**config.mk**
```make
export PLATFORM = sky130hd
export DESIGN_NAME = ttf_mac
export DESIGN_NICKNAME = d
export VERILOG_FILES = /design/src/ttf_pkg.sv /design/src/ttf_mac.sv
export SDC_FILE = /design/constraint.sdc
export NUM_CORES = 2
export LEC_CHECK = 0
export BUFFER_PORTS_ARGS = -buffer_cell sky130_fd_sc_hd__buf_2
export CORE_MARGIN = 1
export CORE_UTILIZATION = 67
export DETAILED_ROUTE_END_ITERATION = 7
export PLACE_DENSITY_LB_ADDON = 0.15
export SYNTH_ARGS = -nofsm -noshare
export SYNTH_HDL_FRONTEND = slang
export SYNTH_SLANG_ARGS = --single-unit
```
**constraint.sdc**
```tcl
create_clock -name clk_i -period 16.2 [get_ports clk_i]
set_input_delay 1.62 -clock clk_i [delete_from_list [all_inputs] [get_ports clk_i]]
set_output_delay 1.62 -clock clk_i [all_outputs]
set_load 0.005 [all_outputs]
```
**src/ttf_pkg.sv**
```systemverilog
// ----------------------------------------------------------------------------
// ttf_pkg: shared types and constants of the triangle tangent frame
// Vertex and frame payload types, and the multiply-accumulate unit's operation codes.
// ----------------------------------------------------------------------------
package ttf_pkg;

  localparam int unsigned CoordW = 32;
  localparam int unsigned FracW  = 16;

  typedef struct packed {
    logic signed [CoordW-1:0] pos_x;
    logic signed [CoordW-1:0] pos_y;
    logic signed [CoordW-1:0] pos_z;
    logic signed [CoordW-1:0] tex_u;
    logic signed [CoordW-1:0] tex_v;
  } vertex_t;

  typedef struct packed {
    logic signed [CoordW-1:0] tangent_x;
    logic signed [CoordW-1:0] tangent_y;
    logic signed [CoordW-1:0] tangent_z;
    logic signed [CoordW-1:0] bitangent_x;
    logic signed [CoordW-1:0] bitangent_y;
    logic signed [CoordW-1:0] bitangent_z;
    logic signed [CoordW-1:0] normal_x;
    logic signed [CoordW-1:0] normal_y;
    logic signed [CoordW-1:0] normal_z;
    logic                     degenerate;
    logic                     saturated;
  } frame_t;

  // Shared multiply-accumulate unit operations
  typedef enum logic [1:0] {
    MAC_LOAD = 2'd0,  // acc = a*b
    MAC_SUB  = 2'd1,  // acc = acc - a*b
    MAC_NEG  = 2'd2   // acc = -(a*b)
  } mac_op_e;

  typedef struct packed {
    logic    start;
    mac_op_e op;
  } mac_ctrl_t;

endpackage

```
**src/ttf_mac.sv**
```systemverilog
// ----------------------------------------------------------------------------
// ttf_mac: shared multiply-accumulate unit
// One signed product per cycle into a wide accumulator; the result is
// registered before it can be used again.
// ----------------------------------------------------------------------------
module ttf_mac
  import ttf_pkg::*;
#(
  parameter int unsigned OpW  = 32,
  parameter int unsigned AccW = 2 * OpW + 2
) (
  input  logic                   clk_i,
  input  mac_ctrl_t              ctrl_i,
  input  logic signed [OpW-1:0]  a_i,
  input  logic signed [OpW-1:0]  b_i,
  output logic signed [AccW-1:0] acc_o
);

  logic signed [2*OpW-1:0] prod;
  logic signed [AccW-1:0]  prod_x;
  logic signed [AccW-1:0]  acc_d, acc_q;

  assign prod   = a_i * b_i;
  assign prod_x = AccW'(prod);

  // accumulate
  always_comb begin
    acc_d = acc_q;
    if (ctrl_i.start) begin
      unique case (ctrl_i.op)
        MAC_LOAD: acc_d = prod_x;
        MAC_SUB:  acc_d = acc_q - prod_x;
        MAC_NEG:  acc_d = -prod_x;
        default:  acc_d = prod_x;
      endcase
    end
  end

  always_ff @(posedge clk_i) begin
    acc_q <= acc_d;
  end

  assign acc_o = acc_q;

endmodule

```
==> results_dict.tcl <==
set metrics [dict create \
    status "finished, violations left" \
    violations "DRC" \
    yosys.area.top_type "fa_1" \
    synth_area_um2 44600 \
    synth_top_area_share_pct 48.61 \
    coreArea_um2 65860 \
    path_depth 38 \
    finalSetupViolCount 0 \
    rsz0062_at_grt "false" \
    die-area_um2 67610 \
    arrival_ns 13.32 \
    crit_top_cell "fa_1" \
    avgSynthCellArea_um2 9.001 \
    worst_setup_path_start_kind "primary input" \
    max-slew-margin-rel_pct 39.14 \
    die_h_um 260.0 \
    cap_violations 0 \
    yosys_most_used_dff "edfxtp_1" \
    yosysWarnings 0 \
    multiInputGateArea_um2 37720 \
    clk_pin_slew_ns 0.06 \
    top_layer_used "met5" \
    hold_path_class "reg -> reg" \
    route.met2.wl_um 53600 \
    vias 33985 \
    slew_violations 0 \
    tightest_slew_ns 0.9119 \
    cts_hold_buf 0 \
    slowest_delay_ns 0.61 \
    routed_via_density 5.950 \
    fillers 5189 \
    cts_root_buf "clkbuf_16" \
    die_w_um 260.0 \
    hpwlAfterDp_um 96890 \
    crit_buf_inv 5 \
    place_congestion 0.9784 \
    drtIter0Drc 3135 \
    min_period_ns 13.09 \
    io_buffer_count 133 \
    rr_endpoint "acc_o[57]$_DFFE_PP_" \
    grt_max_degree 63 \
    insertion_delay_ns 0.36 \
    ys_seq_area_share_pct 4.444 \
    regArea_um2 1982 \
    wl_per_cell_um 20.34 \
    min_path_cells 3 \
    hold_violations 0 \
    antenna_left 0 \
    synthTopCellsByArea "fa_1 (49%), inv_1 (8.6%), and2_1 (7.2%)" \
    yosysUniqueCellTypes 88 \
    cts_sinks 66 \
    drive_gt1_share_pct 4.373 \
    grt_pass1_vias 36332 \
    antenna_found_initial 3 \
    reg2regPathDepth 17 \
    synth-edff-count 66 \
    wl_met1_um 47570 \
    synth_nets 6346 \
    post-route-util_pct 69.48 \
    drc 10 \
    crit_start "a_i[16]" \
    wl_met3_um 12160 \
    fin_worst_skew_ns 0.01074 \
    rrSetupSlack_ns 11.13 \
    cp-endpoint "acc_o[62]$_DFFE_PP_" \
    htreeDepth 3 \
    grt_util_all_layers_pct 36.57 \
    largest_reg_flops 66 \
    r2r-start "acc_o[1]$_DFFE_PP_" \
    overflow 0 \
    ys_ff_latch 66 \
    endpoint_kind "flop" \
    critical_path_class "in -> reg" \
    start_util_pct 67.72 \
    fp-row-count 94 \
    synthArstFlopShare_pct 0 \
    cts_setup_buffers 0 \
    post-route-period-util_pct 80.83 \
    max_freq_ghz 0.07637 \
    cts_made_buffers 9 \
    grt_first_pass_wirelength_um 193400 \
    critPathSlowestCell "fa_1" \
    antennaDiodeCount 0 \
    final_common_cell "fa_1" \
    final_cell_mix "fa_1 (1,083), inv_1 (1,026), nand2_1 (653)" \
    synthCells 4955 \
    final_nets 6234 \
    critPathRequiredTime_ns 16.42 \
    worstPathMaxFanout 32 \
    cts_tree "built" \
    critPathTopFamily "adder cells" \
    wl_um 116200 \
    first_pass_iters 8 \
    cts.path.max_buffers 2 \
    fin_setup_tns_ns 0 \
    min_from "acc_o[7]$_DFFE_PP_" \
    io_pins 134 \
    syn_to_final_growth_pct 2.603 \
    cts.repair.resized 0 \
]
[per-layer routing]
layer,vias up,track usage [%]
li1,14929,-
met1,17160,52.05
met2,1649,57.59
met3,243,8.148
met4,4,8.203
met5,-,0
[worst min-delay path, delay by kind of cell, from the launching register on]
| kind | cells | cell delay, ns |
|---|---|---|
| xor gates and xnor gates | 1 | 0.07 |
| adders and majority gates | 1 | 0.18 |
| DFF | 1 | 0.36 |
| AOI/OAI and AO/OA | 1 | 0.13 |
[worst min-delay path by stage]
stage / end / slack, ns
after floorplan: acc_o[65]$_DFFE_PP_ / 0.77
after global placement: acc_o[7]$_DFFE_PP_ / 0.83
after CTS: acc_o[65]$_DFFE_PP_ / 0.86
after global routing: acc_o[7]$_DFFE_PP_ / 0.89
after detailed placement: acc_o[65]$_DFFE_PP_ / 0.83
final: acc_o[7]$_DFFE_PP_ / 0.85
[stage by stage]
stage / std cells / setup slack (ns) / area (um^2) / hold WS (ns)
final: 5712 / 3.105 / 45760 / 0.8495
after global routing: 5712 / 2.414 / 45760 / 0.8865
after CTS: 5712 / 3.201 / 45760 / 0.8589
after detailed placement: 5696 / 2.889 / 45440 / 0.8268
after global placement: 5696 / 2.967 / 45440 / 0.8269
after floorplan: 4955 / 4.330 / 44600 / 0.7688
[cell usage after synthesis (8+ instances only)]
| cell | count |
|---|---|
| nor3_1 | 32 |
| nor2_1 | 112 |
| xnor2_1 | 93 |
| nor2b_1 | 13 |
| or4_1 | 8 |
| and3_1 | 13 |
| clkbuf_1 | 263 |
| nand2b_1 | 34 |
| nor4_1 | 13 |
| o31ai_1 | 15 |
| o21bai_1 | 24 |
| o21ai_1 | 11 |
| xor2_1 | 43 |
| a22oi_1 | 18 |
| or3_1 | 9 |
| mux2_2 | 9 |
| mux2i_1 | 15 |
| o21ai_0 | 94 |
| nand4_1 | 42 |
| o211ai_1 | 23 |
| a31oi_1 | 23 |
| a21oi_1 | 152 |
| a222oi_1 | 22 |
| o21a_1 | 12 |
| and2_1 | 510 |
| o22ai_1 | 8 |
| edfxtp_1 | 66 |
| o221ai_1 | 17 |
| nor3b_1 | 8 |
| a211oi_1 | 20 |
| nand3_1 | 41 |
| inv_1 | 1026 |
| maj3_1 | 12 |
| nand2_1 | 653 |
| ha_1 | 240 |
| a21o_1 | 57 |
| fa_1 | 1083 |
[cells by family (layout without fill, tap and decap cells)]
logic type	count (synthesis)	in the layout	share of synthesized area, %
xor+xnor	137	137	2.707
fa+ha+maj	1335	1335	55.61
buf+inv	1301	1194	10.99
compound gates	566	566	8.450
simple gates	1523	1523	17.15
mux	27	27	0.6396
flops	66	66	4.444
[final cells by class]
type | instances | area share, %
clock inverter | 7 | 0.2215
inverter | 1028 | 8.432
multi-input combinational | 3588 | 82.43
sequential | 66 | 4.331
tap | 864 | 2.362
timing repair buffer | 150 | 1.733
clock buffer | 9 | 0.4921
Power is not shown: default switching activity piles up to over one toggle a cycle in this logic, so the estimate is an artifact.
