==> config.mk <==
export PLATFORM = sky130hd
export DESIGN_NAME = ttf_recip
export DESIGN_NICKNAME = d
export VERILOG_FILES = /design/src/ttf_pkg.sv /design/src/ttf_recip.sv
export SDC_FILE = /design/constraint.sdc
export NUM_CORES = 1
export LEC_CHECK = 0
export BUFFER_PORTS_ARGS = -buffer_cell sky130_fd_sc_hd__buf_2
export CORE_ASPECT_RATIO = 0.6
export CORE_MARGIN = 10
export CORE_UTILIZATION = 39
export CTS_CLUSTER_SIZE = 14
export DETAILED_ROUTE_END_ITERATION = 12
export MAX_ROUTING_LAYER = met4
export PLACE_DENSITY = 0.63
export SYNTH_ARGS = -nofsm -noshare
export SYNTH_HDL_FRONTEND = slang
export SYNTH_SLANG_ARGS = --single-unit
==> constraint.sdc <==
create_clock -name clk_i -period 3.7 [get_ports clk_i]
set_input_delay 0.37 -clock clk_i [delete_from_list [all_inputs] [get_ports clk_i]]
set_output_delay 0.37 -clock clk_i [all_outputs]
set_load 0.02 [all_outputs]
==> src/ttf_pkg.sv <==
// ----------------------------------------------------------------------------
// ttf_pkg: shared types and constants of the triangle tangent frame
// Vertex and frame payload types, and the multiply-accumulate unit's operation codes.
// ----------------------------------------------------------------------------
package ttf_pkg;

  localparam int unsigned CoordW = 32;
  localparam int unsigned FracW  = 16;

  typedef struct packed {
    logic signed [CoordW-1:0] pos_x;
    logic signed [CoordW-1:0] pos_y;
    logic signed [CoordW-1:0] pos_z;
    logic signed [CoordW-1:0] tex_u;
    logic signed [CoordW-1:0] tex_v;
  } vertex_t;

  typedef struct packed {
    logic signed [CoordW-1:0] tangent_x;
    logic signed [CoordW-1:0] tangent_y;
    logic signed [CoordW-1:0] tangent_z;
    logic signed [CoordW-1:0] bitangent_x;
    logic signed [CoordW-1:0] bitangent_y;
    logic signed [CoordW-1:0] bitangent_z;
    logic signed [CoordW-1:0] normal_x;
    logic signed [CoordW-1:0] normal_y;
    logic signed [CoordW-1:0] normal_z;
    logic                     degenerate;
    logic                     saturated;
  } frame_t;

  // Shared multiply-accumulate unit operations
  typedef enum logic [1:0] {
    MAC_LOAD = 2'd0,  // acc = a*b
    MAC_SUB  = 2'd1,  // acc = acc - a*b
    MAC_NEG  = 2'd2   // acc = -(a*b)
  } mac_op_e;

  typedef struct packed {
    logic    start;
    mac_op_e op;
  } mac_ctrl_t;

endpackage

==> src/ttf_recip.sv <==
// ----------------------------------------------------------------------------
// ttf_recip: iterative reciprocal
// Restoring division of 2^(3*FRAC) by the determinant magnitude, one quotient
// bit per cycle.
// ----------------------------------------------------------------------------
module ttf_recip
  import ttf_pkg::*;
#(
  parameter int unsigned DetW  = 66,
  parameter int unsigned QW    = 66,
  parameter int unsigned NumSh = 48
) (
  input  logic            clk_i,
  input  logic            rst_ni,
  input  logic            start_i,
  input  logic [DetW-1:0] mag_i,
  output logic            done_o,
  output logic [QW-1:0]   quot_o
);

  localparam int unsigned CntW = $clog2(QW + 1);

  logic [DetW:0]   rem_q, rem_d, trial;
  logic [QW-1:0]   quot_q, quot_d;
  logic [DetW-1:0] div_q;
  logic [CntW-1:0] cnt_q, cnt_d;
  logic            busy_q, busy_d;
  logic            nbit;

  // numerator bit entering at this step
  assign nbit  = (cnt_q == CntW'(NumSh + 1));
  assign trial = {rem_q[DetW-1:0], nbit};

  always_comb begin
    rem_d  = rem_q;
    quot_d = quot_q;
    cnt_d  = cnt_q;
    busy_d = busy_q;
    if (start_i) begin
      rem_d  = '0;
      quot_d = '0;
      cnt_d  = CntW'(QW);
      busy_d = 1'b1;
    end else if (busy_q) begin
      if (cnt_q != '0) begin
        // shift one bit, subtract when it fits
        if (trial >= {1'b0, div_q}) begin
          rem_d  = trial - {1'b0, div_q};
          quot_d = {quot_q[QW-2:0], 1'b1};
        end else begin
          rem_d  = trial;
          quot_d = {quot_q[QW-2:0], 1'b0};
        end
        cnt_d = cnt_q - 1'b1;
      end else begin
        // all quotient bits are in the register: finish
        busy_d = 1'b0;
      end
    end
  end

  always_ff @(posedge clk_i or negedge rst_ni) begin
    if (!rst_ni) begin
      busy_q <= 1'b0;
      cnt_q  <= '0;
    end else begin
      busy_q <= busy_d;
      cnt_q  <= cnt_d;
    end
  end

  always_ff @(posedge clk_i) begin
    rem_q  <= rem_d;
    quot_q <= quot_d;
    if (start_i) div_q <= mag_i;
  end

  assign done_o = busy_q && (cnt_q == '0);
  assign quot_o = quot_q;

endmodule

==> flow_summary.yaml <==
outcome:
  outcome: "completed"
grt:
  initial_antenna_violation_count: 0
  grt.total_usage: 0.1713
  overall_overflow_remaining_after_global_route: 0
  grt_pass1_vias: 9822
  first_pass_grt_wire_length_um: 53130
  grt_max_degree: 149
clock_network:
  tritoncts.num_buffers: 22
  ctsRootBufferMaster: "clkbuf_16"
  path_clk_slew_ns: 0.06
  cts_tree: "built"
  cts.htree.levels: 1
  clk-insertion-delay-late_ns: 0.53
  cts_sinks: 206
  cts_max_path_buffers: 3
final_layout:
  filler_cell_count: 2969
  drive_above_1_share: 0.1409
  final_net_count: 1720
  stdcell_count: 2005
  syn_to_final_growth_pct: 21.05
  final_core_utilization: 0.4778
  insertedDiodeCount: 0
synthesis:
  synth-xor-area-share: 0.04821
  synth_sequential_area_ratio: 0.4086
  synth_top_family_by_area: "compound AO/OA/AOI/OAI gates"
  synth_compound_area_frac: 0.2389
  synthMuxAreaShare: 0.01187
  synthSimpleGateAreaFrac: 0.1566
  postSynth.topFlopCell: "dfxtp_1"
  postSynthAreaPerCell_um2: 8.287
  post_synth_fa_ha_maj_area_fraction: 0.07480
  syn-num-nets: 1564
  synth.yosys.warnings: 0
  synth-edff-count: 66
  synthArstFlopShare: 0.03883
  syn-cell-area_um2: 11810
  netlist-cell-type-count: 67
  cells_after_synthesis: 1425
  synth-seq-cells: 206
worst_setup_path:
  worst-endpoint-required_ns: 4.08
  count_of_cells_along_the_worst_register_to_register_path: 14
  path_cells: "nor4b_2 > nand3_1 > ha_1 > fa_1 > nand2b_1 > a211oi_2 > o21ai_2 > a31oi_4 > o21ai_4 > o31ai_4 > a21boi_1 > or3_1 > o2111ai_1 > a31oi_1"
  crit_slowest_cell: "fa_1"
  setup.worst_path.start_class: "flop"
  crit-reg2reg-launch: "cnt_q[2]$_DFFE_PN0P_"
  max_incr_delay_on_cp_ns: 0.41
  arrival_ns: 3.86
  worstSetupStartpoint: "cnt_q[2]$_DFFE_PN0P_"
  reg2reg_setup_slack_ns: 0.21
  regToRegEndpoint: "rem_q[58]$_SDFFE_PP0P_"
  worstSetupEndpoint: "rem_q[58]$_SDFFE_PP0P_"
  critPathMaxFanout: 4
  timing.setup.critical_path_class: "flop to flop"
  timing.critical_path.to_type: "flop"
detailed_routing:
  routed_wire_length_per_instance_um: 16.42
  detailedRoute.firstPassIterationCount: 5
  initial_drc_count: 923
  vias_per_std_cell: 5.351
  drt.antenna.violating_nets: 0
  wl_um: 32920
  via_count: 10730
  drc_errors: 0
worst_hold_path:
  hold_crit_depth: 1
  min_path_type: "input pin to flop"
timing:
  slew_violations: 0
  finalSetupViolCount: 0
  slew-limit-headroom: 0.4677
  max_freq_mhz: 286.9
  setup_ws_ns: 0.2144
  final.period_utilization: 0.9421
  finalWorstPathRequiredPeriod_ns: 3.486
  worstMarginPinSlew_ns: 0.7984
  final.hold.worst_slack_ns: 0.02005
  rsz0062_at_grt: "true"
  timing_hold_violations_final: 0
  worst_clock_skew_ns: 0.01347
power:
  power_leakage_nw: 6.095
  worst_ir_drop_vdd_mv: 0.3749
  total_power_mw: 7.136
  cellPowerDensity_nw_per_um2: 499.2
floorplan:
  die_outline_area_um2: 37870
  io_pins: 136
  initial_core_util: 0.3947
  rows: 49
  dieHeight_um: 154.8
  coreArea_um2: 29920
  die_w_um: 244.6
place:
  gpl.final_weighted_congestion: 0.9557
  port_buffers: 135
  place_inst: 1912
  placement.setup.worst_slack_ns: -0.1139
  half_perimeter_wire_length_after_placement_um: 23660
flow_run:
  cap_viol_max_count: 0
==> cell usage after synthesis (8+ instances only) <==
cell      count  area [um2]
mux2i_1      14       140.1
or3_1         8       50.05
dfxtp_1     132        2643
dfrtp_1       8       200.2
inv_1        91       341.6
nor2_1       79       296.5
ha_1         69       863.3
o21ai_1      15       75.07
nor3_1       12       60.06
xnor2_1      38       332.8
and3_1       12       75.07
o211ai_1     12       90.09
clkbuf_1     64       240.2
a31oi_1      10       62.56
nand3_1      25       125.1
o21a_1       13       97.59
edfxtp_1     66        1982
nor4_1        9       56.30
nand2_1     205       769.5
o21bai_1     12       90.09
buf_2        19       95.09
a21o_1       15       112.6
xor2_1       27       236.5
a211oi_1     15       112.6
a21oi_1     240        1201
o21ai_0      89       445.4
nand4_1      29       181.4
==> state kept, by name, indices dropped and copies added (netlist names) <==
register / count
div_q: 66
quot_o: 66
rem_q: 66
busy_q: 1
cnt_q: 7
==> layout make-up <==
class,instances,area (um2),area share
well taps,408,510.5,0.03571
inverters,91,341.6,0.02389
flip-flops and latches,206,4825,0.3375
clock inverters,7,76.32,0.005339
multi-input cells,1039,6357,0.4447
repair buffers,221,1520,0.1063
clock buffers,33,664.4,0.04648
==> power by group <==
group	switching [mW]	leakage, nW	internal [mW]
clock	0.947	0.359	1.32
combinational	1.34	3.93	0.845
sequential	0.141	1.81	2.55
total	2.43	6.10	4.71
==> metrics by stage <==
stage	cell area [um2]	TNS [ns]
after floorplan	11810	0
after global placement	12940	-0.08223
after detailed placement	12940	-0.2988
after CTS	14200	0
after global routing	14300	-0.01301
final	14300	0
==> how the worst min path moves through the flow <==
| stage | start | endpoint | slack [ns] |
|---|---|---|---|
| floorplan | rst_ni | busy_q$_DFF_PN0_ | 0.07 |
| finish | mag_i[56] | div_q[56]$_DFFE_PP_ | 0.02 |
| detailed placement | rst_ni | cnt_q[5]$_DFFE_PN0P_ | 0.23 |
| global placement | rst_ni | cnt_q[5]$_DFFE_PN0P_ | 0.23 |
| global route | mag_i[29] | div_q[29]$_DFFE_PP_ | 0.0008 |
| CTS | mag_i[29] | div_q[29]$_DFFE_PP_ | 0.0005 |
==> layer usage <==
layer,vias to the layer above,share of wire,track usage
li1,5360,-,-
met5,-,0,-
met3,36,0.068,0.03251
met2,316,0.41,0.2328
met4,0,0.015,0.03270
met1,5016,0.51,0.2556
==> worst max-delay path, delay by kind of cell (launching register included) <==
kind                       cells  cell delay, ns
AOI/OAI and AO/OA              8            1.38
adders and majority gates      2            0.65
DFF                            1            0.39
and+or+nand+nor                4            0.91
==> logic make-up (layout without fill, tap and decap cells) <==
family | Yosys count | count (layout)
mux | 14 | 14
compound gates | 478 | 478
xor+xnor | 65 | 65
fa+ha+maj | 70 | 70
flops | 206 | 206
buf+inv | 180 | 352
simple gates | 412 | 412
==> layout by cell type, fill, tap and decap left out, drive strengths merged, types with 9 or more instances in the layout <==
master and n:
a21oi 240, nand2 205, buf 169, dfxtp 132, o21ai 104, inv 91
nor2 80, ha 69, edfxtp 66, dlygate4sd3 52, xnor2 38, clkbuf 33
nand4 29, xor2 27, nand3 25, a211oi 16, a21o 15, mux2i 14
o21a 13, nor3 12, and3 12, o211ai 12, o21bai 12, a31oi 10
nor4 9
==> repair_timing <==
item | CTS | global route
endpoints found under the setup margin | 5 | 15
hold endpoints to repair | 57 | 2
hold buffers | 50 | 2
setup buffers | 1 | 0
gates resized for setup | 2 | 12
pin swaps | 2 | 3
(Power assumes the default switching activity.)
